## src/rtl/oil_pressure_sensor_conditioner_unit_macros.svh

```systemverilog
// Assertion macros for the oil pressure sensor conditioner.
// Expects clock aclk and active-low reset aresetn in the module that uses them.
`ifndef OIL_PRESSURE_SENSOR_CONDITIONER_UNIT_MACROS_SVH
`define OIL_PRESSURE_SENSOR_CONDITIONER_UNIT_MACROS_SVH

// Same-cycle implication, checked out of reset
`define OPSC_ASSERT_NOW(label, ante, cons) \
    label: assert property (@(posedge aclk) disable iff (!aresetn) (ante) |-> (cons)) \
        else $error("assertion failed: same-cycle check");

// Next-cycle implication, checked out of reset
`define OPSC_ASSERT_NEXT(label, ante, cons) \
    label: assert property (@(posedge aclk) disable iff (!aresetn) (ante) |=> (cons)) \
        else $error("assertion failed: next-cycle check");

`endif

```

## src/rtl/opsc_pkg.sv

```systemverilog
// Shared types and constants for the oil pressure sensor conditioner.
// No dependencies; imported by every module of the block.
package opsc_pkg;

    localparam int SAMPLE_W = 12;   // converter sample
    localparam int SUM_W    = 20;   // block sum
    localparam int VAL_W    = 16;   // registers, average, pressures
    localparam int X_W      = 24;   // block sum with 4 fraction bits
    localparam int NUM_W    = 20;   // smoothing numerator
    localparam int CNT_N_W  = 9;    // holds the block length itself
    localparam int IDX_W    = 2;    // configuration register index

    // Reset values of the configuration registers
    localparam logic [VAL_W-1:0] ZERO_CODE_RST = 16'd4965;
    localparam logic [VAL_W-1:0] GAIN_RST      = 16'd2641;
    localparam logic [VAL_W-1:0] PMAX_RST      = 16'd25600;

    // Exact divide by ten for numerators below 2^22: (n * DIV10_MUL) >> DIV10_SHIFT
    localparam logic [NUM_W-1:0] DIV10_MUL   = 20'd838861;
    localparam int               DIV10_SHIFT = 23;

    // Pressure scale: (diff * gain) >> GAIN_SHIFT
    localparam int GAIN_SHIFT = 12;

    localparam int FIFO_DEPTH = 2;

    typedef enum logic [IDX_W-1:0] {
        REG_ZERO_CODE = 2'd0,
        REG_GAIN      = 2'd1,
        REG_PMAX      = 2'd2
    } opsc_reg_t;

    typedef enum logic [3:0] {
        ST_IDLE,
        ST_SCALE,
        ST_FIX,
        ST_AVG,
        ST_DIFF,
        ST_GAIN,
        ST_CLAMP,
        ST_MIX,
        ST_DIV,
        ST_PUT
    } opsc_state_t;

    // One finished block sum moving between front, queue and back
    typedef struct packed {
        logic             valid;
        logic [SUM_W-1:0] sum;
    } opsc_blk_t;

    // Configuration seen by the back end
    typedef struct packed {
        logic [VAL_W-1:0] zero_code;
        logic [VAL_W-1:0] gain;
        logic [VAL_W-1:0] pressure_max;
    } opsc_cfg_t;

endpackage

```

## src/rtl/oil_pressure_sensor_conditioner_unit.sv

```systemverilog
// Result path: a closed block is queued; the back-end sequencer then steps through
// scale, fix, average, diff, gain, clamp, mix, divide and put. One sample per cycle
// unless a closing sample finds the queue full; the back end pops only while idle.
// A two-entry block queue lets samples keep flowing while a result waits.
// Reset (aresetn low, synchronous) clears sums, counts, smoothed value, queue,
// and loads the configuration registers with their defaults.
module oil_pressure_sensor_conditioner_unit #(
    parameter int SAMPLES_PER_BLOCK = 16
) (
    input  logic                       aclk,
    input  logic                       aresetn,
    input  logic                       s_tvalid,
    output logic                       s_tready,
    input  logic [15:0]                s_tdata,     // [11:0] sample, [15:12] zero
    output logic                       m_tvalid,
    input  logic                       m_tready,
    output logic [31:0]                m_tdata,     // [15:0] block_pressure, [31:16] smoothed_pressure
    input  logic                       cfg_wr_en,
    input  logic [opsc_pkg::IDX_W-1:0] cfg_index,
    input  logic [opsc_pkg::VAL_W-1:0] cfg_wdata
);
    import opsc_pkg::*;

    opsc_cfg_t cfg_reg, cfg_next;
    opsc_blk_t push, head;
    logic      fifo_full;
    logic      pop;

    // Decode configuration writes; unknown indexes are dropped
    always_comb begin
        cfg_next = cfg_reg;
        if (cfg_wr_en) begin
            case (cfg_index)
                REG_ZERO_CODE: cfg_next.zero_code    = cfg_wdata;
                REG_GAIN:      cfg_next.gain         = cfg_wdata;
                REG_PMAX:      cfg_next.pressure_max = cfg_wdata;
                default: begin
                end
            endcase
        end
    end

    always_ff @(posedge aclk) begin
        if (!aresetn) begin
            cfg_reg.zero_code    <= ZERO_CODE_RST;
            cfg_reg.gain         <= GAIN_RST;
            cfg_reg.pressure_max <= PMAX_RST;
        end else begin
            cfg_reg <= cfg_next;
        end
    end

    opsc_front #(
        .SAMPLES_PER_BLOCK (SAMPLES_PER_BLOCK)
    ) u_front (
        .aclk      (aclk),
        .aresetn   (aresetn),
        .s_tvalid  (s_tvalid),
        .s_tready  (s_tready),
        .s_tdata   (s_tdata),
        .fifo_full (fifo_full),
        .push      (push)
    );

    opsc_fifo u_fifo (
        .aclk    (aclk),
        .aresetn (aresetn),
        .push    (push),
        .full    (fifo_full),
        .pop     (pop),
        .head    (head)
    );

    opsc_back #(
        .SAMPLES_PER_BLOCK (SAMPLES_PER_BLOCK)
    ) u_back (
        .aclk     (aclk),
        .aresetn  (aresetn),
        .head     (head),
        .pop      (pop),
        .cfg      (cfg_reg),
        .m_tvalid (m_tvalid),
        .m_tready (m_tready),
        .m_tdata  (m_tdata)
    );

endmodule

```

## src/rtl/opsc_front.sv

```systemverilog
// Front end: accepts samples, accumulates block sums, pushes finished blocks.
// Depends on opsc_pkg.
module opsc_front #(
    parameter int SAMPLES_PER_BLOCK = 16
) (
    input  logic                 aclk,
    input  logic                 aresetn,
    input  logic                 s_tvalid,
    output logic                 s_tready,
    input  logic [15:0]          s_tdata,   // [11:0] sample, [15:12] zero
    input  logic                 fifo_full,
    output opsc_pkg::opsc_blk_t  push
);
    import opsc_pkg::*;

    localparam int CNT_W = (SAMPLES_PER_BLOCK > 1) ? $clog2(SAMPLES_PER_BLOCK) : 1;
    localparam logic [CNT_W-1:0] LAST_CNT = CNT_W'(SAMPLES_PER_BLOCK - 1);

    logic [SUM_W-1:0] sum_reg, sum_next;
    logic [CNT_W-1:0] cnt_reg, cnt_next;
    logic             last;
    logic             accept;
    logic [SUM_W-1:0] sum_add;

    assign last     = (cnt_reg == LAST_CNT);
    // Stall only when this transaction would close a block and the queue is full
    assign s_tready = !fifo_full || !last;
    assign accept   = s_tvalid && s_tready;
    assign sum_add  = sum_reg + SUM_W'(s_tdata[SAMPLE_W-1:0]);

    assign push.valid = accept && last;
    assign push.sum   = sum_add;

    // Advance count and sum, restart on the last sample of a block
    always_comb begin
        sum_next = sum_reg;
        cnt_next = cnt_reg;
        if (accept) begin
            if (last) begin
                sum_next = '0;
                cnt_next = '0;
            end else begin
                sum_next = sum_add;
                cnt_next = cnt_reg + 1'b1;
            end
        end
    end

    always_ff @(posedge aclk) begin
        if (!aresetn) begin
            sum_reg <= '0;
            cnt_reg <= '0;
        end else begin
            sum_reg <= sum_next;
            cnt_reg <= cnt_next;
        end
    end

endmodule

```

## src/rtl/opsc_fifo.sv

```systemverilog
// Short queue of block sums between front and back end.
// Depends on opsc_pkg.
module opsc_fifo (
    input  logic                 aclk,
    input  logic                 aresetn,
    input  opsc_pkg::opsc_blk_t  push,
    output logic                 full,
    input  logic                 pop,
    output opsc_pkg::opsc_blk_t  head
);
    import opsc_pkg::*;

    localparam int PTR_W = $clog2(FIFO_DEPTH);
    localparam int LVL_W = $clog2(FIFO_DEPTH + 1);
    localparam logic [LVL_W-1:0] LVL_FULL = LVL_W'(FIFO_DEPTH);

    logic [SUM_W-1:0] mem [FIFO_DEPTH];
    logic [SUM_W-1:0] head_sum_reg;
    logic [PTR_W-1:0] wr_ptr_reg, wr_ptr_next;
    logic [PTR_W-1:0] rd_ptr_reg, rd_ptr_next;
    logic [LVL_W-1:0] lvl_reg, lvl_next;
    logic             do_push, do_pop;

    assign full       = (lvl_reg == LVL_FULL);
    assign do_push    = push.valid && !full;
    assign do_pop     = pop && (lvl_reg != '0);
    assign head.valid = (lvl_reg != '0);
    assign head.sum   = head_sum_reg;

    // Advance pointers and fill level
    always_comb begin
        wr_ptr_next = do_push ? PTR_W'(wr_ptr_reg + 1'b1) : wr_ptr_reg;
        rd_ptr_next = do_pop  ? PTR_W'(rd_ptr_reg + 1'b1) : rd_ptr_reg;
        lvl_next    = lvl_reg;
        if (do_push && !do_pop) begin
            lvl_next = lvl_reg + 1'b1;
        end else if (!do_push && do_pop) begin
            lvl_next = lvl_reg - 1'b1;
        end
    end

    // Write the incoming sum; prefetch the next head, taking a same-edge write directly
    always_ff @(posedge aclk) begin
        if (do_push) begin
            mem[wr_ptr_reg] <= push.sum;
        end
        if (do_push && (wr_ptr_reg == rd_ptr_next)) begin
            head_sum_reg <= push.sum;
        end else begin
            head_sum_reg <= mem[rd_ptr_next];
        end
    end

    always_ff @(posedge aclk) begin
        if (!aresetn) begin
            wr_ptr_reg <= '0;
            rd_ptr_reg <= '0;
            lvl_reg    <= '0;
        end else begin
            wr_ptr_reg <= wr_ptr_next;
            rd_ptr_reg <= rd_ptr_next;
            lvl_reg    <= lvl_next;
        end
    end

endmodule

```

## src/rtl/opsc_back.sv

```systemverilog
// Back end: sequencer that turns a block sum into clamped and smoothed pressure.
// Depends on opsc_pkg and the assertion macro header.
`include "oil_pressure_sensor_conditioner_unit_macros.svh"

module opsc_back #(
    parameter int SAMPLES_PER_BLOCK = 16
) (
    input  logic                 aclk,
    input  logic                 aresetn,
    input  opsc_pkg::opsc_blk_t  head,
    output logic                 pop,
    input  opsc_pkg::opsc_cfg_t  cfg,
    output logic                 m_tvalid,
    input  logic                 m_tready,
    output logic [31:0]          m_tdata    // [15:0] block_pressure, [31:16] smoothed_pressure
);
    import opsc_pkg::*;

    localparam int RCP_W = X_W + 1;
    // floor(2^24 / N): quotient estimate is low by at most one
    localparam logic [RCP_W-1:0] RECIP = RCP_W'((64'd1 << X_W) / SAMPLES_PER_BLOCK);
    localparam logic [CNT_N_W-1:0] BLK_N = CNT_N_W'(SAMPLES_PER_BLOCK);
    localparam int QN_W = VAL_W + CNT_N_W;
    localparam int GP_W = 2 * VAL_W;
    localparam int PW_W = GP_W - GAIN_SHIFT;
    localparam int SP_W = X_W + RCP_W;
    localparam int DP_W = 2 * NUM_W;

    opsc_state_t state_reg, state_next;

    logic [X_W-1:0]       x_reg;
    logic [VAL_W-1:0]     q0_reg;
    logic [QN_W-1:0]      qn_reg;
    logic [VAL_W-1:0]     avg_reg;
    logic [VAL_W-1:0]     diff_reg;
    logic [GP_W-1:0]      gp_reg;
    logic [VAL_W-1:0]     p_reg;
    logic [NUM_W-1:0]     n_reg;
    logic [VAL_W-1:0]     smooth_reg;
    logic                 out_valid_reg;
    logic [2*VAL_W-1:0]   out_reg;

    logic [SP_W-1:0]      scale_prod;
    logic [X_W:0]         rem;
    logic [PW_W-1:0]      p_full;
    logic [DP_W-1:0]      div_prod;
    logic                 out_load;

    assign scale_prod = SP_W'(x_reg) * SP_W'(RECIP);
    assign rem        = {1'b0, x_reg} - (X_W+1)'(qn_reg);
    assign p_full     = gp_reg[GP_W-1:GAIN_SHIFT];
    assign div_prod   = DP_W'(n_reg) * DP_W'(DIV10_MUL);

    assign m_tvalid = out_valid_reg;
    assign m_tdata  = out_reg;

    // Next state and handshake controls
    always_comb begin
        state_next = state_reg;
        pop        = 1'b0;
        out_load   = 1'b0;
        case (state_reg)
            ST_IDLE: begin
                if (head.valid) begin
                    pop        = 1'b1;
                    state_next = ST_SCALE;
                end
            end
            ST_SCALE: state_next = ST_FIX;
            ST_FIX:   state_next = ST_AVG;
            ST_AVG:   state_next = ST_DIFF;
            ST_DIFF:  state_next = ST_GAIN;
            ST_GAIN:  state_next = ST_CLAMP;
            ST_CLAMP: state_next = ST_MIX;
            ST_MIX:   state_next = ST_DIV;
            ST_DIV:   state_next = ST_PUT;
            ST_PUT: begin
                if (!out_valid_reg || m_tready) begin
                    out_load   = 1'b1;
                    state_next = ST_IDLE;
                end
            end
            default:  state_next = ST_IDLE;
        endcase
    end

    always_ff @(posedge aclk) begin
        if (!aresetn) begin
            state_reg <= ST_IDLE;
        end else begin
            state_reg <= state_next;
        end
    end

    // Datapath steps, one per sequencer state from idle through mix
    always_ff @(posedge aclk) begin
        case (state_reg)
            ST_IDLE:  x_reg  <= {head.sum, 4'b0000};
            ST_SCALE: q0_reg <= scale_prod[X_W +: VAL_W];
            ST_FIX:   qn_reg <= QN_W'(q0_reg) * QN_W'(BLK_N);
            ST_AVG: begin
                if (rem >= (X_W+1)'(BLK_N)) begin
                    avg_reg <= q0_reg + 1'b1;
                end else begin
                    avg_reg <= q0_reg;
                end
            end
            ST_DIFF: begin
                if (avg_reg > cfg.zero_code) begin
                    diff_reg <= avg_reg - cfg.zero_code;
                end else begin
                    diff_reg <= '0;
                end
            end
            ST_GAIN:  gp_reg <= GP_W'(diff_reg) * GP_W'(cfg.gain);
            ST_CLAMP: begin
                if (p_full > PW_W'(cfg.pressure_max)) begin
                    p_reg <= cfg.pressure_max;
                end else begin
                    p_reg <= p_full[VAL_W-1:0];
                end
            end
            ST_MIX: begin
                n_reg <= (NUM_W'(smooth_reg) << 3) - NUM_W'(smooth_reg)
                       + (NUM_W'(p_reg) << 1) + NUM_W'(p_reg);
            end
            default: begin
            end
        endcase
    end

    // Smoothed state and output register
    always_ff @(posedge aclk) begin
        if (!aresetn) begin
            smooth_reg    <= '0;
            out_valid_reg <= 1'b0;
        end else begin
            if (state_reg == ST_DIV) begin
                smooth_reg <= div_prod[DIV10_SHIFT +: VAL_W];
            end
            if (out_load) begin
                out_valid_reg <= 1'b1;
            end else if (m_tready) begin
                out_valid_reg <= 1'b0;
            end
        end
    end

    always_ff @(posedge aclk) begin
        if (out_load) begin
            out_reg <= {smooth_reg, p_reg};
        end
    end

    `OPSC_ASSERT_NEXT(a_put_loads_output, out_load,
                      out_valid_reg && out_reg[VAL_W-1:0] == $past(p_reg))
    `OPSC_ASSERT_NEXT(a_clamp_bound, state_reg == ST_CLAMP, p_reg <= cfg.pressure_max)
    `OPSC_ASSERT_NOW(a_pop_only_idle, pop, state_reg == ST_IDLE && head.valid)
    `OPSC_ASSERT_NEXT(a_put_waits, state_reg == ST_PUT && out_valid_reg && !m_tready,
                      state_reg == ST_PUT)

endmodule
```

## config.mk

```make
export PLATFORM = sky130hd
export DESIGN_NAME = oil_pressure_sensor_conditioner_unit
export DESIGN_NICKNAME = d
export VERILOG_FILES = /design/src/rtl/opsc_pkg.sv /design/src/rtl/oil_pressure_sensor_conditioner_unit.sv /design/src/rtl/opsc_front.sv /design/src/rtl/opsc_fifo.sv /design/src/rtl/opsc_back.sv
export VERILOG_INCLUDE_DIRS = /design/src /design/src/rtl
export SDC_FILE = /design/constraint.sdc
export NUM_CORES = 2
export LEC_CHECK = 0
export BUFFER_PORTS_ARGS = -buffer_cell sky130_fd_sc_hd__buf_2
export CAP_MARGIN = 20
export CORE_UTILIZATION = 55
export DETAILED_ROUTE_END_ITERATION = 10
export GPL_ROUTABILITY_DRIVEN = 1
export GPL_TIMING_DRIVEN = 1
export PLACE_DENSITY = 0.8
export SETUP_SLACK_MARGIN = 0.15
export SYNTH_ARGS = -nofsm -noshare
export SYNTH_HDL_FRONTEND = slang
export SYNTH_SLANG_ARGS = --single-unit
```

## constraint.sdc

```tcl
create_clock -name aclk -period 7.4 [get_ports aclk]
set_clock_uncertainty 0.1 [all_clocks]
set_input_delay 0.74 -clock aclk [delete_from_list [all_inputs] [get_ports aclk]]
set_output_delay 0.74 -clock aclk [all_outputs]
set_load 0.005 [all_outputs]
```

==> results.json <==
{
  "cp_num_buf_inv": 4,
  "wl_per_cell_um": 17.7,
  "ys.flop_type": "edfxtp_1",
  "clockBufferDepth": 3,
  "path_clk_slew_ns": 0.07,
  "cpMostUsedCell": "fa_1",
  "grtUsageMet2_pct": 42.4,
  "tightest_slew_ns": 1.03,
  "placed_cell_area_mm2": 0.0313,
  "antenna_found_initial": 1,
  "fmax_mhz": 144,
  "die-height_um": 236,
  "cp_cell_sequence": "buf_4 -> nand2_1 -> fa_1 -> fa_1 -> inv_1 -> fa_1 -> fa_1 -> fa_1 -> inv_1 -> fa_1 -> inv_1 -> ha_1 -> a21o_1 -> a21o_1 -> a21oi_1 -> nor2_1 -> a21oi_1 -> o21ai_0 -> and3_1 -> a31o_2 -> o21a_1 -> a21oi_1 -> xnor2_1",
  "crit_slowest_cell": "edfxtp_1",
  "grt_pass1_vias": 22248,
  "startpoint_type": "flop",
  "ys_types": 71,
  "relSlewSlack_pct": 31.0,
  "grtUsageMet3_pct": 3.47,
  "maxSlewViolCount": 0,
  "largest_reg_flops": 48,
  "clock-root-buffer": "clkbuf_16",
  "post-route-period-util_pct": 93.9,
  "io_pins": 73,
  "antennaDiodeCount": 0,
  "vdd_drop_max_uv": 246,
  "path_max_fanout": 9,
  "clock-sinks": 310,
  "min_path_type": "in2reg",
  "cts_buffers": 30,
  "fin_util_pct": 60.1,
  "grtUsageMet1_pct": 31.0,
  "start_util_pct": 55.7,
  "criticalPathCategory": "reg2reg",
  "cpPeakStageDelay_ns": 0.67,
  "portBuffers": 68,
  "worstSkewPairLatency_ns": 0.59,
  "nets": 3780,
  "cp.required_ns": 7.64,
  "core_mm2": 0.0539,
  "yosys_warnings": 0,
  "setup_viol": 0,
  "grt_max_degree": 46,
  "drive_above_1_share_pct": 7.64,
  "routed_via_density": 5.65,
  "seq_area_frac_synth_pct": 27.7,
  "finalWirelength_um": 65900,
  "cp.arrival_ns": 7.19,
  "async_reset_ff_share_pct": 0,
  "fin_area_mm2": 0.0324,
  "maxCapViolations": 0,
  "power.density_mw_per_mm2": 205,
  "ant_nets": 0,
  "dp_cells": 3657,
  "die_area_mm2": 0.0555,
  "syn_nets": 3710,
  "rsz0062_at_grt": "true",
  "grt_use_total_pct": 24.4,
  "fin_crit_ns": 6.95,
  "crit_family": "adder cells",
  "hpwl_um": 53900,
  "syn_to_final_growth_pct": 7.91,
  "synth_seq_cells": 310,
  "fin_cells": 3721,
  "vias": 21007,
  "hold_violations": 0,
  "fin_worst_hold_slack_ns": 0.341,
  "ctsHoldBuffers": 0,
  "die_x_um": 236,
  "first_pass_iters": 5,
  "cts_tree": "done",
  "drc": 0,
  "rows": 85,
  "postSynthCellCount": 2931,
  "drtIter0Drc": 1435,
  "gp_congestion": 0.953,
  "htree_levels": 1,
  "busiest_layer": "met2",
  "grt_first_pass_wirelength_um": 110000,
  "synth_edf_count": 212,
  "avgSynthCellArea_um2": 10.2,
  "status": "completed",
  "p_leak_nw": 15.3,
  "worst_setup_path_end_kind": "flop",
  "grt_overflow": 0,
  "finalSetupTns_ns": 0,
  "netlist_area_mm2": 0.0300
}
-- per-stage QoR --
step | power [mW] | setup slack [ns]
floorplan | 4.38 | 1.08
global placement | 4.90 | 0.472
detailed placement | 5.02 | 0.420
CTS | 6.66 | 0.431
global route | 7.12 | 0.134
finish | 6.64 | 0.449
-- final timing paths --
kind / end / cells past startpoint / slack, ns / startpoint
setup reg to reg: u_back.gp_reg[31] / 23 / 0.45 / u_back.diff_reg[9]
setup / recovery: u_back.gp_reg[31] / 23 / 0.45 / u_back.diff_reg[9]
hold reg to reg: u_back.q0_reg[0] / 0 / 0.36 / u_back.x_reg[4]
hold / removal: cfg_reg[22] / 3 / 0.34 / cfg_wdata[6]
-- layer usage --
| layer | routed length [um] | vias up |
|---|---|---|
| met5 | 19 | - |
| met1 | 27200 | 10482 |
| li1 | - | 9687 |
| met3 | 3790 | 155 |
| met4 | 2400 | 2 |
| met2 | 32500 | 681 |
-- worst min-delay path, stage by stage --
cell and delay, ns:
buf_2 0.13, nand2_1 0.06, nand3_1 0.07
-- area by class of cell --
type                            instances  area [um2]
Inverter                              564        2120
Clock inverter                         11         154
Fill cell                            4266       21500
Multi-Input combinational cell       1982       19300
Clock buffer                           45         900
Sequential cell                       310        8330
Timing Repair Buffer                  113         689
Tap cell                              696         871
-- what timing repair did --
action / in CTS / in global routing
setup endpoints to repair: 0 / 4
gates resized for setup: 0 / 4
setup buffers: 0 / 6
-- synth_stat cells, types with 40 or more instances --
cell type,count,share of area (%)
ha_1,384,16
a21o_1,40,1.0
and2_1,151,3.1
edfxtp_1,212,21
xor2_1,48,1.4
nand2_1,303,3.8
nor2_1,107,1.3
dfxtp_1,98,6.5
xnor2_1,51,1.5
mux2_2,41,1.5
inv_1,564,7.1
fa_1,356,24
o21ai_0,57,0.95
clkbuf_1,69,0.86
a21oi_1,95,1.6
-- placed cells by master, fill, tap and decap left out, drive strengths merged, types with 7 or more instances in the layout --
master  count
edfxtp    212
clkbuf     45
nor2b      15
inv       564
o211ai     20
o21a       22
a21boi     27
xnor2      51
or3        20
mux2i       7
xor2       48
nand4      12
nand3      32
nor2      107
nor3       32
dfxtp      98
nand2     303
fa        356
a211oi      8
and3       15
o21ai      59
nand3b      8
buf       113
nand2b     14
a21oi      96
o21bai     10
a21o       40
and2      152
ha        384
a22oi      10
mux2       43
a31oi       8
-- logic make-up (layout without fill, tap and decap cells) --
family          Yosys count  count (layout)  share of synthesized area, %
flops                   310             310                          27.7
buf+inv                 639             733                          8.03
simple gates            740             740                          11.9
xor+xnor                 99              99                          2.89
mux                      50              50                          1.85
compound gates          353             353                          7.80
fa+ha+maj               740             740                          39.8
-- where the power goes --
| group | total, mW | internal, mW | switching [mW] |
|---|---|---|---|
| combinational | 2.68 | 1.13 | 1.55 |
| sequential | 2.33 | 2.16 | 0.170 |
| clock | 1.63 | 0.948 | 0.684 |
| total | 6.64 | 4.24 | 2.41 |
Power figures use the tool's default switching activity.
